==> src/design/pid_alloc_pkg.sv <==
// shared types, codes and helpers for the process identifier allocator
package pid_alloc_pkg;

    // map storage word and result widths
    localparam int WORD_W   = 8;
    localparam int BIT_W    = 3;
    localparam int ID_OUT_W = 8;
    localparam int ID_EXT_W = 13;
    localparam int ID_CAT_W = 16;

    // request kinds carried on tuser
    localparam logic REQ_ALLOC   = 1'b0;
    localparam logic REQ_RELEASE = 1'b1;

    // result status codes
    localparam logic STATUS_OK        = 1'b0;
    localparam logic STATUS_NONE_FREE = 1'b1;

    localparam logic [WORD_W-1:0] BIT_ONE = 8'h01;

    // commands from the controller to the datapath
    typedef struct packed {
        logic take;       // capture request payload
        logic cnt_clr;    // word counter back to zero
        logic cnt_inc;    // word counter step
        logic clr_wr;     // clearing pass write
        logic scan_rd;    // scan read at word counter
        logic alloc_wr;   // mark the found identifier used
        logic rel_rd;     // read word of released identifier
        logic rel_wr;     // clear bit of released identifier
        logic res_alloc;  // latch allocate result
        logic res_full;   // latch none-free result
        logic res_rel;    // latch release echo
        logic push;       // move latched result to output register
    } pid_cmd_t;

    // status from the datapath to the controller
    typedef struct packed {
        logic cnt_last;     // counter on the last map word
        logic cnt_done;     // counter past the last map word
        logic found;        // scanned word has a free identifier
        logic exhausted;    // last word scanned and nothing free
        logic rel_in_range; // released identifier lies inside the map
        logic out_free;     // output register can take a result
    } pid_sts_t;

    // position of the lowest zero bit, zero when the word is all ones
    function automatic logic [BIT_W-1:0] find_first_zero(input logic [WORD_W-1:0] word);
        logic [BIT_W-1:0] pos;
        pos = '0;
        for (int i = WORD_W - 1; i >= 0; i--)
        begin
            if (!word[i])
            begin
                pos = BIT_W'(i);
            end
        end
        return pos;
    endfunction

endpackage

==> src/design/pid_alloc_ram.sv <==
// generic single write port, single read port ram with registered read
module pid_alloc_ram #(
    parameter int WIDTH  = 8,
    parameter int DEPTH  = 32,
    parameter int ADDR_W = (DEPTH > 1) ? $clog2(DEPTH) : 1
) (
    input  logic              clk,
    input  logic              we,
    input  logic [ADDR_W-1:0] waddr,
    input  logic [WIDTH-1:0]  wdata,
    input  logic              re,
    input  logic [ADDR_W-1:0] raddr,
    output logic [WIDTH-1:0]  rdata
);

    logic [WIDTH-1:0] mem [DEPTH];
    logic [WIDTH-1:0] rdata_reg;

    always_ff @(posedge clk)
    begin
        if (we)
        begin
            mem[waddr] <= wdata;
        end
        if (re)
        begin
            rdata_reg <= mem[raddr];
        end
    end

    assign rdata = rdata_reg;

endmodule

==> src/design/pid_alloc_ctrl.sv <==
// controller state machine for the process identifier allocator
module pid_alloc_ctrl
    import pid_alloc_pkg::*;
(
    input  logic     clk,
    input  logic     rst_n,
    input  logic     s_tvalid,
    input  logic     req_type,
    output logic     s_tready,
    input  pid_sts_t sts,
    output pid_cmd_t cmd
);

    typedef enum logic [2:0] {
        ST_CLEAR,
        ST_IDLE,
        ST_SCAN,
        ST_REL_RD,
        ST_REL_WR,
        ST_RESULT
    } state_t;

    state_t state_reg;
    state_t state_next;

    assign s_tready = (state_reg == ST_IDLE);

    always_comb
    begin
        state_next = state_reg;
        cmd        = '0;
        unique case (state_reg)
            ST_CLEAR:
            begin
                cmd.clr_wr = 1'b1;
                if (sts.cnt_last)
                begin
                    cmd.cnt_clr = 1'b1;
                    state_next  = ST_IDLE;
                end
                else
                begin
                    cmd.cnt_inc = 1'b1;
                end
            end
            ST_IDLE:
            begin
                if (s_tvalid)
                begin
                    cmd.take   = 1'b1;
                    state_next = (req_type == REQ_ALLOC) ? ST_SCAN : ST_REL_RD;
                end
            end
            ST_SCAN:
            begin
                if (sts.found)
                begin
                    cmd.alloc_wr  = 1'b1;
                    cmd.res_alloc = 1'b1;
                    cmd.cnt_clr   = 1'b1;
                    state_next    = ST_RESULT;
                end
                else if (sts.exhausted)
                begin
                    cmd.res_full = 1'b1;
                    cmd.cnt_clr  = 1'b1;
                    state_next   = ST_RESULT;
                end
                else if (!sts.cnt_done)
                begin
                    cmd.scan_rd = 1'b1;
                    cmd.cnt_inc = 1'b1;
                end
            end
            ST_REL_RD:
            begin
                if (sts.rel_in_range)
                begin
                    cmd.rel_rd = 1'b1;
                    state_next = ST_REL_WR;
                end
                else
                begin
                    cmd.res_rel = 1'b1;
                    state_next  = ST_RESULT;
                end
            end
            ST_REL_WR:
            begin
                cmd.rel_wr  = 1'b1;
                cmd.res_rel = 1'b1;
                state_next  = ST_RESULT;
            end
            ST_RESULT:
            begin
                if (sts.out_free)
                begin
                    cmd.push   = 1'b1;
                    state_next = ST_IDLE;
                end
            end
            default:
            begin
                state_next = ST_IDLE;
            end
        endcase
    end

    always_ff @(posedge clk or negedge rst_n)
    begin
        if (!rst_n)
        begin
            state_reg <= ST_CLEAR;
        end
        else
        begin
            state_reg <= state_next;
        end
    end

endmodule

==> src/design/pid_alloc_dp.sv <==
// datapath: bitmap ram, word counter, find-first-zero and result registers
module pid_alloc_dp
    import pid_alloc_pkg::*;
#(
    parameter int ID_COUNT = 256
) (
    input  logic                clk,
    input  logic                rst_n,
    input  pid_cmd_t            cmd,
    output pid_sts_t            sts,
    input  logic [ID_OUT_W-1:0] release_id,
    input  logic                m_tready,
    output logic                m_tvalid,
    output logic [ID_OUT_W-1:0] granted_id,
    output logic                status
);

    localparam int WORDS     = (ID_COUNT + WORD_W - 1) / WORD_W;
    localparam int ADDR_W    = (WORDS > 1) ? $clog2(WORDS) : 1;
    localparam int CNT_W     = $clog2(WORDS + 1);
    localparam int LAST_BITS = ID_COUNT - (WORDS - 1) * WORD_W;
    localparam logic [WORD_W-1:0] LAST_MASK = WORD_W'((1 << LAST_BITS) - 1);
    localparam logic [ADDR_W-1:0] LAST_ADDR = ADDR_W'(WORDS - 1);

    logic [CNT_W-1:0]    cnt_reg, cnt_next;
    logic [ID_OUT_W-1:0] rel_reg, rel_next;
    logic                rd_live_reg, rd_live_next;
    logic [ADDR_W-1:0]   rd_word_reg, rd_word_next;
    logic [ID_OUT_W-1:0] res_id_reg, res_id_next;
    logic                res_status_reg, res_status_next;
    logic                out_valid_reg, out_valid_next;
    logic [ID_OUT_W-1:0] out_id_reg, out_id_next;
    logic                out_status_reg, out_status_next;

    logic [ADDR_W-1:0]   cnt_addr;
    logic [ID_EXT_W-1:0] rel_wide;
    logic [ADDR_W-1:0]   rel_word;
    logic [BIT_W-1:0]    rel_bit;
    logic [WORD_W-1:0]   rdata;
    logic [WORD_W-1:0]   valid_mask;
    logic [WORD_W-1:0]   masked;
    logic                has_free;
    logic [BIT_W-1:0]    ff_bit;
    logic [ID_CAT_W-1:0] gid_wide;
    logic                ram_we;
    logic [ADDR_W-1:0]   ram_waddr;
    logic [WORD_W-1:0]   ram_wdata;
    logic                ram_re;
    logic [ADDR_W-1:0]   ram_raddr;

    assign cnt_addr = cnt_reg[ADDR_W-1:0];
    assign rel_wide = ID_EXT_W'(rel_reg);
    assign rel_word = rel_wide[ADDR_W+BIT_W-1:BIT_W];
    assign rel_bit  = rel_reg[BIT_W-1:0];

    // bits past the end of the map read as used
    assign valid_mask = (rd_word_reg == LAST_ADDR) ? LAST_MASK : '1;
    assign masked     = rdata | ~valid_mask;
    assign has_free   = (masked != '1);
    assign ff_bit     = find_first_zero(masked);
    assign gid_wide   = ID_CAT_W'({rd_word_reg, ff_bit});

    assign sts.cnt_last     = (cnt_reg == CNT_W'(WORDS - 1));
    assign sts.cnt_done     = (cnt_reg == CNT_W'(WORDS));
    assign sts.found        = rd_live_reg && has_free;
    assign sts.exhausted    = rd_live_reg && !has_free && (rd_word_reg == LAST_ADDR);
    assign sts.rel_in_range = (rel_wide < ID_EXT_W'(ID_COUNT));
    assign sts.out_free     = !out_valid_reg || m_tready;

    // ram port steering
    always_comb
    begin
        ram_re    = cmd.scan_rd || cmd.rel_rd;
        ram_raddr = cmd.scan_rd ? cnt_addr : rel_word;
        ram_we    = cmd.clr_wr || cmd.alloc_wr || cmd.rel_wr;
        ram_waddr = cnt_addr;
        ram_wdata = '0;
        if (cmd.alloc_wr)
        begin
            ram_waddr = rd_word_reg;
            ram_wdata = rdata | (BIT_ONE << ff_bit);
        end
        else if (cmd.rel_wr)
        begin
            ram_waddr = rel_word;
            ram_wdata = rdata & ~(BIT_ONE << rel_bit);
        end
    end

    pid_alloc_ram #(
        .WIDTH (WORD_W),
        .DEPTH (WORDS)
    ) u_map (
        .clk   (clk),
        .we    (ram_we),
        .waddr (ram_waddr),
        .wdata (ram_wdata),
        .re    (ram_re),
        .raddr (ram_raddr),
        .rdata (rdata)
    );

    always_comb
    begin
        cnt_next = cnt_reg;
        if (cmd.cnt_clr)
        begin
            cnt_next = '0;
        end
        else if (cmd.cnt_inc)
        begin
            cnt_next = CNT_W'(cnt_reg + 1'b1);
        end
        rel_next     = cmd.take ? release_id : rel_reg;
        rd_live_next = cmd.scan_rd;
        rd_word_next = cmd.scan_rd ? cnt_addr : rd_word_reg;

        res_id_next     = res_id_reg;
        res_status_next = res_status_reg;
        if (cmd.res_alloc)
        begin
            res_id_next     = gid_wide[ID_OUT_W-1:0];
            res_status_next = STATUS_OK;
        end
        else if (cmd.res_full)
        begin
            res_id_next     = '0;
            res_status_next = STATUS_NONE_FREE;
        end
        else if (cmd.res_rel)
        begin
            res_id_next     = rel_reg;
            res_status_next = STATUS_OK;
        end

        out_valid_next  = out_valid_reg && !m_tready;
        out_id_next     = out_id_reg;
        out_status_next = out_status_reg;
        if (cmd.push)
        begin
            out_valid_next  = 1'b1;
            out_id_next     = res_id_reg;
            out_status_next = res_status_reg;
        end
    end

    always_ff @(posedge clk or negedge rst_n)
    begin
        if (!rst_n)
        begin
            cnt_reg       <= '0;
            rd_live_reg   <= 1'b0;
            out_valid_reg <= 1'b0;
        end
        else
        begin
            cnt_reg       <= cnt_next;
            rd_live_reg   <= rd_live_next;
            out_valid_reg <= out_valid_next;
        end
    end

    always_ff @(posedge clk)
    begin
        rel_reg        <= rel_next;
        rd_word_reg    <= rd_word_next;
        res_id_reg     <= res_id_next;
        res_status_reg <= res_status_next;
        out_id_reg     <= out_id_next;
        out_status_reg <= out_status_next;
    end

    assign m_tvalid   = out_valid_reg;
    assign granted_id = out_id_reg;
    assign status     = out_status_reg;

    a_alloc_needs_free: assert property (@(posedge clk) disable iff (!rst_n)
        cmd.alloc_wr |-> (rd_live_reg && has_free))
        else $error("allocate write without a free bit in the scanned word");

    a_scan_in_map: assert property (@(posedge clk) disable iff (!rst_n)
        cmd.scan_rd |-> !sts.cnt_done)
        else $error("scan read past the end of the map");

    a_no_overwrite: assert property (@(posedge clk) disable iff (!rst_n)
        cmd.push |-> (!out_valid_reg || m_tready))
        else $error("result pushed over an untaken result");

    a_one_writer: assert property (@(posedge clk) disable iff (!rst_n)
        $onehot0({cmd.clr_wr, cmd.alloc_wr, cmd.rel_wr}))
        else $error("more than one map write source active");

endmodule

==> src/design/process_id_bitmap_allocator.sv <==
// top level of the process identifier bitmap allocator
//
//  channel | dir | handshake                 | payload
//  --------+-----+---------------------------+-------------------------------------
//  s_*     | in  | s_tvalid / s_tready       | tdata: release_id; tuser: req_type
//  m_*     | out | m_tvalid / m_tready       | tdata: granted_id; tuser: status
//
//  after reset a clearing pass writes every map byte, ceil(ID_COUNT/8) of them,
//  to free, one byte per cycle, with s_tready low throughout
//  a release request reads the map byte, then clears the identifier's bit, then pushes
//  the result (off the map it skips the read and clear); an allocate request scans the
//  map one byte per cycle from byte 0 and grants the lowest free identifier, or returns
//  none-free when the map is full; the byte-wide map ram read port sets this pace
//  one request is in flight at a time; the output register lets the next request
//  be taken while a result waits on m_tready
module process_id_bitmap_allocator
    import pid_alloc_pkg::*;
#(
    parameter int ID_COUNT = 256
) (
    input  logic       clk,
    input  logic       rst_n,
    // request channel
    input  logic       s_tvalid,
    output logic       s_tready,
    input  logic [7:0] s_tdata,   // [7:0] release_id
    input  logic       s_tuser,   // [0] req_type
    // result channel
    output logic       m_tvalid,
    input  logic       m_tready,
    output logic [7:0] m_tdata,   // [7:0] granted_id
    output logic       m_tuser    // [0] status
);

    pid_cmd_t cmd;
    pid_sts_t sts;

    // controller: sequences clearing, scan and release steps
    pid_alloc_ctrl u_ctrl (
        .clk      (clk),
        .rst_n    (rst_n),
        .s_tvalid (s_tvalid),
        .req_type (s_tuser),
        .s_tready (s_tready),
        .sts      (sts),
        .cmd      (cmd)
    );

    // datapath: map ram, find-first-zero and result registers
    pid_alloc_dp #(
        .ID_COUNT (ID_COUNT)
    ) u_dp (
        .clk        (clk),
        .rst_n      (rst_n),
        .cmd        (cmd),
        .sts        (sts),
        .release_id (s_tdata),
        .m_tready   (m_tready),
        .m_tvalid   (m_tvalid),
        .granted_id (m_tdata),
        .status     (m_tuser)
    );

endmodule

==> config.mk <==
export PLATFORM = sky130hd
export DESIGN_NAME = process_id_bitmap_allocator
export DESIGN_NICKNAME = d
export VERILOG_FILES = /design/src/design/pid_alloc_pkg.sv /design/src/design/pid_alloc_ram.sv /design/src/design/pid_alloc_ctrl.sv /design/src/design/pid_alloc_dp.sv /design/src/design/process_id_bitmap_allocator.sv
export SDC_FILE = /design/constraint.sdc
export NUM_CORES = 1
export LEC_CHECK = 0
export BUFFER_PORTS_ARGS = -buffer_cell sky130_fd_sc_hd__buf_2
export CAP_MARGIN = 10
export CORE_ASPECT_RATIO = 2
export CORE_MARGIN = 10
export CORE_UTILIZATION = 45
export DETAILED_ROUTE_END_ITERATION = 8
export GPL_TIMING_DRIVEN = 0
export MAX_ROUTING_LAYER = met4
export PLACE_DENSITY = 0.6
export SYNTH_ARGS = -nofsm -noshare
export SYNTH_HDL_FRONTEND = slang
export SYNTH_HIERARCHICAL = 1
export SYNTH_SLANG_ARGS = --single-unit
==> constraint.sdc <==
create_clock -name clk -period 8.9 [get_ports clk]
set_input_delay 0.445 -clock clk [delete_from_list [all_inputs] [get_ports clk]]
set_output_delay 0.445 -clock clk [all_outputs]
set_load 0.05 [all_outputs]
* Word level (Yosys, flattened, before mapping)
Memories as Yosys holds them, arrays and structs flattened. A register that Yosys moved wholly into a read port is not among the register bits.
Cells that the tools add are included.
** Word-level totals
- Memory bits (writable) :: 256
- Memories kept :: 1
- Register bits after elaboration :: 42
- Input port bits :: 13
** Operators by class
- Equal/unequal tests :: 13
- Bitwise operators :: 3
- Order comparisons :: 1
- $add $sub $neg :: 1
- Shift-type cells :: 2
- Reductions and logical operators :: 16
- Muxes and demuxes :: 53
** Memory list
- u_dp.u_map.mem :: depth 32, width 8, read ports 1, clocked after Yosys merged registers in 1, wr ports 1, RTL line pid_alloc_ram.sv:16 : logic [WIDTH-1:0] mem [DEPTH];
** Operator list (count)
- 8-bit two-way mux :: 5
- 3-bit two-way mux :: 13
- 1-bit two-way mux :: 25
- 3-bit one-hot mux with 6 select lines :: 1
- 1-bit by 3-bit << shifter with 8-bit output, first input constant :: 2
- 5-bit two-way mux :: 3
- 6-bit two-way mux :: 2
- 8-bit by 9-bit < comparator with 1-bit output, second input constant :: 1
- 8-bit AND :: 1
- 8-bit inequality test, second input constant :: 1
- 8-bit inverter :: 1
- 8-bit OR :: 1
- 6-bit by 1-bit adder with 6-bit output, second input constant :: 1
- 3-bit by 2-bit equality test with 1-bit output, second input constant :: 2
- 3-bit equality test, second input constant :: 2
- 6-bit by 5-bit equality test with 1-bit output, second input constant :: 1
- 6-bit equality test, second input constant :: 1
- 2-bit inequality test, second input constant :: 3
- 5-bit equality test, second input constant :: 1
- 1-bit logical AND :: 4
- 1-bit logical OR :: 4
- 2-bit two-way mux :: 2
- 2-bit one-hot mux with 2 select lines :: 1
- 4-bit AND reduction :: 1
- other kinds (7) :: 10

* Logic depth before layout (Yosys ltp)
- Depth after elaboration :: 11
- Depth in mapped cells :: 14

* Modules after synthesis
Netlist, hierarchy kept.
** By module, submodules not included
- pid_alloc_ram :: cells each 417, instances 1, area an instance 10133.5 um^2
- pid_alloc_dp :: cells each 161, instances 1, area an instance 1890.6 um^2
- pid_alloc_ctrl :: cells each 40, instances 1, area an instance 290.3 um^2

* Worst setup path after synthesis
No wires, ideal clock.
- Kind :: reg-to-reg
- Start point :: register u_dp.u_map.rdata_reg[0], in the netlist u_dp/u_map/rdata[0], read port of u_dp.u_map.mem
- End point :: register u_dp.u_map.rdata_reg[0], in the netlist u_dp/u_map/rdata[0], read port of u_dp.u_map.mem, data pin
- Cell stages (with the launch flop) :: 13
- Library setup time :: 0.260 ns
- Data required time :: 8.640 ns
- Arrival time :: 3.739 ns
- Clock period less this slack :: 3.999 ns
- Setup slack :: 4.901 ns
- Path through :: edfxtp_1 > and4_1 > buf_4 > nand3_2 > and2_1 > nor3_1 > nor2b_1 > mux2_2 > clkbuf_1 > clkbuf_1 > mux4_2 > mux4_2 > mux2_2
** RTL lines
- start, declared :: RTL line pid_alloc_ram.sv:17 : logic [WIDTH-1:0] rdata_reg;

==> impl_metrics.tcl <==
set metrics [dict create \
    status "completed" \
    worst_r2r_path_depth 12 \
    whs_path_depth 1 \
    min_period_over_period_pct 59.3 \
    die_w_um 137 \
    synthArstFlopShare_pct 3.59 \
    wl_per_cell_um 27.1 \
    cpMaxStageDelayCell "nor2b_1" \
    crit_buf_inv 3 \
    synth_fp_nets 633 \
    min-delay-start "s_tdata[6]" \
    antenna_found_initial 0 \
    hold_viol_final 0 \
    setup_tns_ns 0 \
    worstHoldPathType "in2reg" \
    fillCellCount 2177 \
    whs_ns 0.0792 \
    htree_levels 1 \
    start_kind "register" \
    regToRegSetupSlack_ns 3.62 \
    via_count 6025 \
    vdd_ir_drop_max_mv 0.121 \
    grt_max_degree 33 \
    fmax_mhz 190 \
    synth_top_area_share_pct 71.7 \
    crit_chain "and4_1 > buf_4 > nand3_2 > and2_1 > nor3_1 > nor2b_1 > mux2_2 > clkbuf_1 > clkbuf_1 > mux4_2 > mux4_2 > mux2_2" \
    synth_top_area_cell "edfxtp_1" \
    fin_nets 693 \
    synth_warnings 6 \
    grt_overflow 0 \
    critPathKind "reg2reg" \
    worstReg2RegStart "u_dp/u_map/rdata[0]" \
    synthToLayoutAreaGrowth_pct 13.0 \
    crit_fanout 12 \
    slew_headroom_pct 36.9 \
    gp_congestion 0.932 \
    grt_pass1_vias 6478 \
    port_buffers 23 \
    cts_buffers 27 \
    maxCapViolCount 0 \
    ctsRootBufferMaster "clkbuf_16" \
    routed_wl_mm 28.3 \
    clk_pin_slew_ns 0.07 \
    synth_seq_cells 306 \
    cp.required_ns 9.19 \
    yosysMostFrequentCell "edfxtp_1" \
    rsz0062_at_grt "no" \
    synth_cell_types 48 \
    core_area_um2 27000 \
    synth_edf_count 294 \
    netlist_top_cells_area "edfxtp_1, mux4_2, dfrtp_1" \
    first_iter_violations 348 \
    crit_start "u_dp/u_map/rdata[0]" \
    p_leak_nw 4.44 \
    skew_ns 0.0128 \
    die_h_um 254 \
    synthFlopType "edfxtp_1" \
    rows 85 \
    finalPower_w 0.00408 \
    end_kind "register" \
    first_pass_iters 4 \
    netlist_instances 618 \
    setup_viol 0 \
    worstPathArrival_ns 5.56 \
    slowest_delay_ns 0.77 \
    synth_common_cells "edfxtp_1, mux4_2, nor2_1" \
    drive_gt1_share_pct 27.8 \
    fin_crit_ns 5.28 \
    clkLatencyLatePin_ns 0.54 \
    route.detailed.drc 0 \
    syn_area_um2 12300 \
    cts_tree "built" \
    hold_end "u_dp/rel_reg[6]" \
    die-area_um2 34800 \
    worst_slew_pin_slew_ns 0.943 \
    io_pins 24 \
    top_register "u_dp/u_map/mem" \
    powerDensity_nw_per_um2 294 \
    largest_reg_flops 256 \
    cts.sinks 306 \
    r2r_end "u_dp/u_map/rdata[2]" \
    hpwl_mm 20.2 \
    antenna_cells 0 \
    clockBufferDepth 3 \
    start_util_pct 45.6 \
    grt_pass1_wl_mm 41.1 \
    ys_seq_area_share_pct 74.1 \
    avgSynthCellArea_um2 19.9 \
    cp_top_family "simple AND/OR/NAND/NOR gates" \
    ant_nets 0 \
    avgViaCountPerCell 5.77 \
    grtUsageTotal_pct 16.9 \
    slew_viol_final 0 \
]
-- final cells by class --
cell class | instances | area (um2) | area share (%)
multi-input cells | 274 | 3030 | 21.8
clock inverters | 10 | 100 | 0.720
well taps | 348 | 435 | 3.13
clock buffers | 38 | 727 | 5.23
plain buffers | 32 | 180 | 1.30
repair buffers | 31 | 293 | 2.10
inverters | 6 | 22.5 | 0.162
flip-flops and latches | 306 | 9120 | 65.6
-- layout by cell type (no fill, tap or decap), types with 6 or more instances in the layout --
cell type	instances
o21ai_0	12
nor2_1	44
edfxtp_1	294
mux2i_1	6
buf_2	29
buf_1	7
clkbuf_16	27
inv_1	6
mux2_2	14
dfrtp_1	11
nand2b_1	7
nand3b_1	6
nand2_1	24
buf_4	10
mux4_2	80
clkbuf_1	17
-- layer usage --
metal  vias up  global-route usage (%)  part of all wire, %  routed length, um
met5         -                       -                    0                  0
met2       178                    32.3                   59              16700
met1      3152                    15.2                   31               8780
met4         0                    10.0                  6.3               1790
li1       2630                       -                    -                  -
met3        65                    2.02                  3.8               1070
-- what timing repair did --
item | in CTS | in global routing
hold buffers | 1 | 0
buffers inserted | 0 | 0
resized for setup | 0 | 0
hold endpoints to repair | 11 | 0
-- cell families (layout without fill, tap and decap cells) --
group,Yosys count,count (layout),share of synthesized area [%]
xor gates and xnor gates,4,4,0.285
AOI/OAI and AO/OA,44,44,2.27
other,1,1,0.0305
adders and majority gates,2,2,0.203
and+or+nand+nor,123,123,5.08
DFF,306,306,74.1
muxes,100,100,16.4
buffers and inverters,38,117,1.65
-- power breakdown --
group	leakage, nW	total [W]	switching (W)	internal (W)
Clock	0.403	0.00112	0.000496	0.000626
Combinational	1.19	0.00110	0.000641	0.000459
Sequential	2.84	0.00186	0.0000801	0.00178
Total	4.44	0.00408	0.00122	0.00287
-- stage by stage --
step	setup slack (ns)	instances	cell area (um2)	utilization [%]
6_report	3.62	1045	13900	51.5
5_1_grt	3.37	1045	13900	51.5
4_1_cts	3.62	1043	13900	51.3
3_5_place_dp	3.64	994	13000	48.2
3_3_place_gp	2.99	989	12900	47.6
2_1_floorplan	4.90	618	12300	-
-- worst max path at each step --
stage                       endpoint  slack [ns]  depth (start not counted)
3_3_place_gp   u_dp/u_map/mem[14][3]        2.99                         10
4_1_cts          u_dp/u_map/rdata[2]        3.62                         12
5_1_grt          u_dp/u_map/rdata[3]        3.37                         12
6_report         u_dp/u_map/rdata[2]        3.62                         12
3_5_place_dp     u_dp/u_map/rdata[2]        3.64                         12
2_1_floorplan    u_dp/u_map/rdata[0]        4.90                         12
No activity file was read; power rests on OpenSTA's default activity.
